### config.mk
export PLATFORM = sky130hd
export DESIGN_NAME = vna_front
export DESIGN_NICKNAME = d
export VERILOG_FILES = /design/src/design/assert_macros.svh /design/src/design/vna_pkg.sv /design/src/design/vna_front.sv
export SDC_FILE = /design/constraint.sdc
export NUM_CORES = 1
export LEC_CHECK = 0
export BUFFER_PORTS_ARGS = -buffer_cell sky130_fd_sc_hd__buf_2
export CORE_UTILIZATION = 50
export DETAILED_ROUTE_END_ITERATION = 8
export PLACE_DENSITY = 0.76
export SKIP_LAST_GASP = 1
export SLEW_MARGIN = 20
export SYNTH_ARGS = -nofsm -noshare
export SYNTH_HDL_FRONTEND = slang
export SYNTH_SLANG_ARGS = --single-unit
### constraint.sdc
create_clock -name clk_i -period 7.7 [get_ports clk_i]
set_input_delay 0.77 -clock clk_i [delete_from_list [all_inputs] [get_ports clk_i]]
set_output_delay 0.77 -clock clk_i [all_outputs]
set_load 0.02 [all_outputs]
### src/design/assert_macros.svh
// Assertion macros shared by the vertex normal accumulator design.
`ifndef ASSERT_MACROS_SVH
`define ASSERT_MACROS_SVH
`define ASSERT_IMPL(lbl, ante, cons, msg) \
  lbl: assert property (@(posedge clk_i) disable iff (!rst_ni) (ante) |-> (cons)) \
    else $error(msg);
`define ASSERT_NEXT(lbl, ante, cons, msg) \
  lbl: assert property (@(posedge clk_i) disable iff (!rst_ni) (ante) |=> (cons)) \
    else $error(msg);
`endif

### src/design/vna_pkg.sv
// Package with shared types and codes of the vertex normal accumulator.
`timescale 1ns / 1ps
package vna_pkg;
  localparam logic [1:0] OpLoad = 2'd0;
  localparam logic [1:0] OpTri = 2'd1;
  localparam logic [1:0] OpRead = 2'd2;
  localparam logic [1:0] OpUnknown = 2'd3;
  localparam logic KindTri = 1'b0;
  localparam logic KindVertex = 1'b1;
  localparam int VecW = 64;

  typedef struct packed {
    logic [1:0] op;
    logic [15:0] idx;
    logic [15:0] ka;
    logic [15:0] kb;
    logic [15:0] kc;
    logic [15:0] px;
    logic [15:0] py;
    logic [15:0] pz;
  } cmd_t;

  typedef struct packed {
    logic kind;
    logic signed [VecW-1:0] vx;
    logic signed [VecW-1:0] vy;
    logic signed [VecW-1:0] vz;
  } nreq_t;
endpackage

### src/design/vna_front.sv
// Front end: accepts transactions, drops unknown codes and queues commands.
`timescale 1ns / 1ps
module vna_front #(
  parameter int IdxW = 10
) (
  input  logic                clk_i,
  input  logic                rst_ni,
  input  logic                start_i,
  input  logic [1:0]          operation_i,
  input  logic [IdxW-1:0]     vertex_index_i,
  input  logic [15:0]         pos_x_i,
  input  logic [15:0]         pos_y_i,
  input  logic [15:0]         pos_z_i,
  input  logic [IdxW-1:0]     corner_a_i,
  input  logic [IdxW-1:0]     corner_b_i,
  input  logic [IdxW-1:0]     corner_c_i,
  output logic                full_o,
  output logic                empty_o,
  output vna_pkg::cmd_t       cmd_o,
  input  logic                pop_i
);
  vna_pkg::cmd_t fifo_q [2];
  logic          wp_q, rp_q;
  logic [1:0]    cnt_q;
  logic          push;
  vna_pkg::cmd_t c;

  assign full_o  = cnt_q == 2'd2;
  assign empty_o = cnt_q == 2'd0;
  assign push    = start_i && !full_o && operation_i != vna_pkg::OpUnknown;
  assign cmd_o   = fifo_q[rp_q];

  always_comb begin
    c = '0;
    c.op = operation_i;
    c.idx = 16'(vertex_index_i);
    c.ka = 16'(corner_a_i);
    c.kb = 16'(corner_b_i);
    c.kc = 16'(corner_c_i);
    c.px = pos_x_i;
    c.py = pos_y_i;
    c.pz = pos_z_i;
  end

  always_ff @(posedge clk_i) begin
    if (push) begin
      fifo_q[wp_q] <= c;
    end
  end

  always_ff @(posedge clk_i or negedge rst_ni) begin
    if (!rst_ni) begin
      wp_q <= 1'b0;
      rp_q <= 1'b0;
      cnt_q <= 2'd0;
    end else begin
      if (push) wp_q <= !wp_q;
      if (pop_i) rp_q <= !rp_q;
      cnt_q <= cnt_q + 2'(push) - 2'(pop_i);
    end
  end
endmodule

==> flow_summary_export.csv, run 1 <==
group,metric,value,unit
worst_setup_path,criticalPathCategory,"reg2out",
cells_and_area,n_fill_cell,1012,
timing,slew_headroom,36.0,%
timing,worst_slew_pin_slew,0.960,ns
cells_and_area,num_antenna_cells,0,
logic_synthesis,synth-xor-area-share,0.477,%
clock_tree,post_cts_buffers,0,
worst_setup_path,cp_max_fo,47,
power_and_ir_drop,p_int,2.28,mW
drt,via_count,3422,
logic_synthesis,synth_fa_ha_area_share,0.341,%
grt,grt_use_total,16.2,%
timing,hold_violations,0,
logic_synthesis,ys_types,16,
logic_synthesis,synth.avg_cell_area,22.7,um^2
power_and_ir_drop,ir_drop,226,uV
timing,worst_hold_slack,0.142,ns
clock_tree,clk_transition_reported_paths,0.07,ns
grt,antenna_found_initial,0,
floorplanning,die_h,123,um
drt,wl_per_cell,16.8,um
clock_tree,cts_sinks,184,
cells_and_area,syn_to_final_growth,20.4,%
worst_setup_path,end_kind,"output port",
drt,first_iter_violations,240,
worst_setup_path,worstPathArrival,2.79,ns
power_and_ir_drop,net-switching-power,1.07,mW
drt,met2_length,6.31,mm
power_and_ir_drop,power_leakage,3.61,nW
logic_synthesis,synthesis.area,7340,um^2
logic_synthesis,synth.ff_latch_count,184,
grt,grt_pass1_vias,3546,
placed_design,io_buffers,185,
grt,grt_max_degree,71,
worst_setup_path,required,6.93,ns
cells_and_area,drive_above_1_share,58.8,%
floorplanning,ios,210,
clock_tree,postCtsHoldBufs,0,
cells_and_area,final_util,62.7,%
timing,tns,0,ns
clock_tree,clk_latency,0.42,ns
logic_synthesis,ys_seq_area_share,75.0,%
cells_and_area,final_common_cell,"buf_2",
drt,wl_met3,820,um
logic_synthesis,synth-compound-area-share,0,%
logic_synthesis,synthCells,323,
drt,routed_wl,12.0,mm
grt,grt_pass1_wl,17.5,mm
clock_tree,cts_tree,"done",
cells_and_area,mostFrequentLayoutCells,"buf_2, edfxtp_1, mux2_4",
floorplanning,start_util,52.1,%
clock_tree,clockRootBuffer,"clkbuf_16",
drt,first_pass_iters,4,
cells_and_area,fin_nets,615,
drt,drc,0,
timing,rsz0062_at_grt,"no",
logic_synthesis,synthMuxAreaShare,18.4,%
power_and_ir_drop,seqPwrFrac,42.5,%
grt,overflow,0,
timing,finClkSkew,0.00398,ns
timing,post-route-period-util,46.2,%
clock_tree,clock_path_buffers,2,
drt,wl_met1,4.54,mm
clock_tree,cts_resized,0,
timing,timing.fmax,0.281,GHz
power_and_ir_drop,powerDensity,380,nW/um^2
power_and_ir_drop,power,3.36,mW
floorplanning,dieArea,15200,um^2
floorplanning,core-area,14100,um^2
floorplanning,dieWidth,123,um
flow_run,maxCapViolCount,0,
drt,ant_nets,0,
placed_design,dp_hpwl,8.02,mm
placed_design,gp_congestion,0.707,
drt,top_layer_used,"met4",
power_and_ir_drop,swShare,32.0,%
min_path,hold_path_class,"in2async",
timing,setup_viol,0,
logic_synthesis,yosysWarningCount,0,
clock_tree,cts-buffers-inserted,17,
power_and_ir_drop,clkPwrFrac,25.1,%
power_and_ir_drop,p_comb_share,32.4,%
run_status,status,"complete, no violations",
floorplanning,rows,43,
worst_setup_path,startpoint_type,"flip-flop",
drt,viasPerCell,4.81,
logic_synthesis,synthSimpleGateAreaFrac,0.580,%
timing,drv_slew,0,
logic_synthesis,synth_top_family_by_area,"multiplexers",
timing,fin_crit,3.56,ns
clock_tree,htree_levels,4,
==> sequential cells by signal, summed over array words and instances (netlist names) <==
register  flops
cnt_q         2
wp_q          1
rp_q          1
fifo_q      180
==> final timing paths <==
kind,depth (start not counted),slack (ns),endpoint,from
min in group clk_i,1,0.53,fifo_q[0][26],pos_y_i[10]
worst min register to register,1,0.55,cnt_q[0],cnt_q[0]
max in group asynchronous,1,7.42,rp_q,rst_ni
worst max-delay path,3,4.14,cmd_o[53],rp_q
worst min-delay path,1,0.14,wp_q,rst_ni
worst max register to register,4,5.13,fifo_q[0][11],cnt_q[1]
==> final cells by class <==
class | count | area (um^2) | share of cell area [%]
sequential | 184 | 5510 | 62.3
clock inverter | 14 | 161 | 1.83
tap | 180 | 225 | 2.55
inverter | 2 | 7.51 | 0.0850
clock buffer | 18 | 429 | 4.86
timing repair buffer | 188 | 948 | 10.7
multi-input combinational | 126 | 1560 | 17.6
==> metal layers <==
metal	global-route usage [%]	up-vias
li1	-	1596
met1	17.9	1671
met2	27.9	136
met3	5.21	19
met4	8.13	0
met5	0	-
==> power groups by stage <==
| stage | Sequential (mW) | Combinational (mW) | Clock (mW) |
|---|---|---|---|
| after CTS | 1.43 | 1.11 | 0.863 |
| final | 1.43 | 1.09 | 0.844 |
| after floorplan | 1.39 | 0.969 | 0 |
| after global placement | 1.44 | 1.09 | 0 |
| after global routing | 1.45 | 1.16 | 0.898 |
| after detailed placement | 1.45 | 1.10 | 0 |
==> per-stage QoR <==
| stage | instance area, um^2 | instances | worst slack [ns] |
|---|---|---|---|
| after floorplan | 7420 | 346 | 2.44 |
| after global placement | 8250 | 680 | 4.58 |
| after detailed placement | 8250 | 680 | 4.56 |
| after CTS | 8840 | 712 | 4.08 |
| after global routing | 8840 | 712 | 4.00 |
| final | 8840 | 712 | 4.14 |
==> cell families after synthesis <==
| family | Yosys count |
|---|---|
| mux | 90 |
| buf+inv | 36 |
| flops | 184 |
| fa+ha+maj | 2 |
| simple gates | 6 |
| other cells | 1 |
| xor+xnor | 4 |
==> worst max-delay path, stage by stage, from the launching register on <==
cell and delay (ns):
dfrtp_4 1.00, buf_4 0.79, mux2_4 0.37, buf_2 0.16
==> cell usage after synthesis <==
library cell	instances	share of area (%)
buf_4	24	2.5
dfrtp_1	4	1.4
nor2_1	3	0.15
xnor2_1	3	0.36
nand2_1	1	0.051
mux2_2	1	0.15
xor2_1	1	0.12
buf_6	1	0.15
and2b_1	1	0.10
edfxtp_1	180	74
conb_1	1	0.051
mux2_4	89	18
inv_1	2	0.10
nand3b_4	1	0.27
ha_1	2	0.34
buf_12	9	2.5
Power figures use the tool's default switching activity.
==> inputs of run 2 (changes only) <==
--- a/config.mk
+++ b/config.mk
@@ -5,6 +5,7 @@
 export SDC_FILE = /design/constraint.sdc
 export NUM_CORES = 1
 export LEC_CHECK = 0
+export ABC_AREA = 1
 export BUFFER_PORTS_ARGS = -buffer_cell sky130_fd_sc_hd__buf_2
 export CORE_UTILIZATION = 50
 export DETAILED_ROUTE_END_ITERATION = 8
==> constraint.sdc (replaced) <==
create_clock -name clk_i -period 3.36 [get_ports clk_i]
set_input_delay 0.336 -clock clk_i [delete_from_list [all_inputs] [get_ports clk_i]]
set_output_delay 0.336 -clock clk_i [all_outputs]
set_load 0.02 [all_outputs]
==> run 2 against run 1 <==
Combinational power grew 120%; via count rose by 23%; sequential share of layout area up 0.62 points; synthesized area decreased by 1.1%; critical path type unchanged; critical endpoint is now cmd_o[39].
==> flow_summary_export.csv, run 2 <==
group,metric,value,unit
run_status,status,"complete, no violations",
logic_synthesis,yosysTopAreaCell,"edfxtp_1",
timing,worst_slew_pin_slew,0.864,ns
worst_setup_path,end_kind,"output port",
timing,fin_crit,2.59,ns
logic_synthesis,ys_types,18,
cells_and_area,syn_to_final_growth,20.6,%
logic_synthesis,async_flop_share,2.17,%
clock_tree,htree_levels,4,
logic_synthesis,synth.ff_latch_count,184,
floorplanning,core-area,14000,um^2
min_path,hold_depth,1,
drt,routed_wl,12.6,mm
worst_setup_path,worstPathArrival,2.26,ns
clock_tree,clk_transition_reported_paths,0.06,ns
worst_setup_path,criticalPathCategory,"reg2out",
clock_tree,clk_latency,0.42,ns
logic_synthesis,synth.avg_cell_area,13.8,um^2
logic_synthesis,synth_flop_cell,"edfxtp_1",
grt,antenna_found_initial,1,
logic_synthesis,netlist.area_leader.share,74.5,%
clock_tree,post_cts_buffers,0,
power_and_ir_drop,power_leakage,3.78,nW
grt,grt_max_degree,84,
cells_and_area,n_fill_cell,1091,
timing,rsz0062_at_grt,"no",
timing,post-route-period-util,77.1,%
floorplanning,ios,210,
flow_run,maxCapViolCount,0,
logic_synthesis,synth_common_cells,"edfxtp_1, inv_1, nand2_1, o21ai_1, buf_4",
clock_tree,cts_tree,"done",
timing,setup_viol,0,
worst_setup_path,startpoint_type,"flip-flop",
floorplanning,start_util,51.7,%
logic_synthesis,yosysWarningCount,0,
timing,tns,0,ns
logic_synthesis,synthesis.area,7260,um^2
timing,drv_slew,0,
cells_and_area,fin_cells,907,
floorplanning,dieWidth,122,um
cells_and_area,final_common_cell,"buf_2",
logic_synthesis,ys_seq_area_share,75.9,%
placed_design,gp_congestion,0.768,
worst_setup_path,r2r_setup_slack,1.46,ns
clock_tree,cts_resized,0,
cells_and_area,largest_register_ffs,180,
drt,wl_per_cell,13.9,um
clock_tree,clock_path_buffers,2,
drt,drc,0,
grt,grt_pass1_vias,4059,
logic_synthesis,synth.area.top_cells,"edfxtp_1, o21ai_1, inv_1",
cells_and_area,drive_above_1_share,33.6,%
clock_tree,clockRootBuffer,"clkbuf_16",
cells_and_area,reg.largest.list,"fifo_q (180), cnt_q (2)",
floorplanning,rows,43,
drt,first_iter_violations,230,
logic_synthesis,synth_edf_count,180,
clock_tree,cts-buffers-inserted,17,
placed_design,dp_hpwl,8.50,mm
min_path,hold_path_class,"in2reg",
cells_and_area,largest_register,"fifo_q",
timing,slew_headroom,42.4,%
drt,via_count,4208,
cells_and_area,mostFrequentLayoutCells,"buf_2, edfxtp_1, inv_1",
clock_tree,cts_sinks,184,
power_and_ir_drop,powerDensity,873,nW/um^2
floorplanning,dieArea,15000,um^2
worst_setup_path,required,3.02,ns
placed_design,dp.cells,873,
drt,ant_nets,0,
cells_and_area,fin_nets,809,
grt,overflow,0,
logic_synthesis,yosysMostFrequentCell,"edfxtp_1",
timing,hold_violations,0,
worst_setup_path,rr_worst_depth,4,
logic_synthesis,synthCells,524,
floorplanning,die_h,122,um
grt,grt_pass1_wl,19.3,mm
timing,finClkSkew,0.00645,ns
drt,viasPerCell,4.64,
placed_design,io_buffers,185,
clock_tree,postCtsHoldBufs,1,
worst_setup_path,cp_max_fo,83,
grt,grt_use_total,17.5,%
timing,timing.fmax,0.386,GHz
drt,first_pass_iters,4,
power_and_ir_drop,ir_drop,517,uV
run 2: cell types whose count changed after synthesis, sizes merged:
cell    before  now
inv          2   98
xnor2        3    0
nand3        0    2
o21ai        0   90
nor2         3    2
buf         34   41
nand2        1   99
nand3b       1    0
mux2        90    0
nand4        0    1
clkbuf       0    3
and2b        1    0
run 2: kinds of logic (layout without fill, tap and decap cells):
family	count (synthesis)	after routing	share of synthesized area (%)
xor gates and xnor gates	1	1	0.121
AOI/OAI and AO/OA	90	90	6.78
adders and majority gates	2	2	0.345
buffers and inverters	142	321	11.0
and+or+nand+nor	104	104	5.79
DFF	184	184	75.9
other	1	25	0.0517
run 2: layout make-up:
class | count | area (um^2) | area share [%]
clock buffer | 18 | 429 | 4.91
clock inverter | 14 | 158 | 1.80
inverter | 98 | 370 | 4.23
tap | 180 | 225 | 2.57
multi-input combinational | 221 | 1040 | 11.9
sequential | 184 | 5510 | 63.0
antenna | 1 | 2.50 | 0.0286
timing repair buffer | 191 | 1010 | 11.6
run 2: worst max-delay path, stage by stage (launching register included):
cell	delay, ns
dfrtp_4	0.99
buf_4	0.44
nand2_1	0.08
o21ai_1	0.11
buf_2	0.19
run 2: per-layer routing:
layer	wire [um]	GRT usage (%)
met1	4970	19.7
met2	6410	29.8
met3	989	5.95
met4	271	8.54
met5	0	0
run 2: power by group:
group          switching, mW  internal (mW)  leakage, nW  total [mW]
Sequential             0.253           3.00         1.71        3.26
Clock                  0.786           1.16        0.291        1.95
Combinational           1.68          0.753         1.78        2.43
run 2: per-stage QoR:
stage                     util (%)  cell area [um^2]  setup WS, ns  hold slack (ns)  power [mW]
final                         62.3              8750         0.769            0.104        7.64
after global routing          62.3              8750         0.588           0.0799        8.06
after CTS                     62.3              8750         0.745           0.0801        7.74
after detailed placement      58.0              8150          1.18            0.145        5.77
after global placement        58.0              8150          1.27            0.142        5.70
after floorplan                  -              7350         0.574           0.0404        5.18
run 2: path summary, 6_finish.rpt:
path                               startpoint             to
worst max-delay path                     rp_q      cmd_o[39]
worst min-delay path            corner_c_i[6]  fifo_q[1][54]
worst max register to register       cnt_q[1]   fifo_q[0][7]
worst min register to register           wp_q           wp_q
max in group asynchronous              rst_ni           rp_q
min in group asynchronous              rst_ni           wp_q
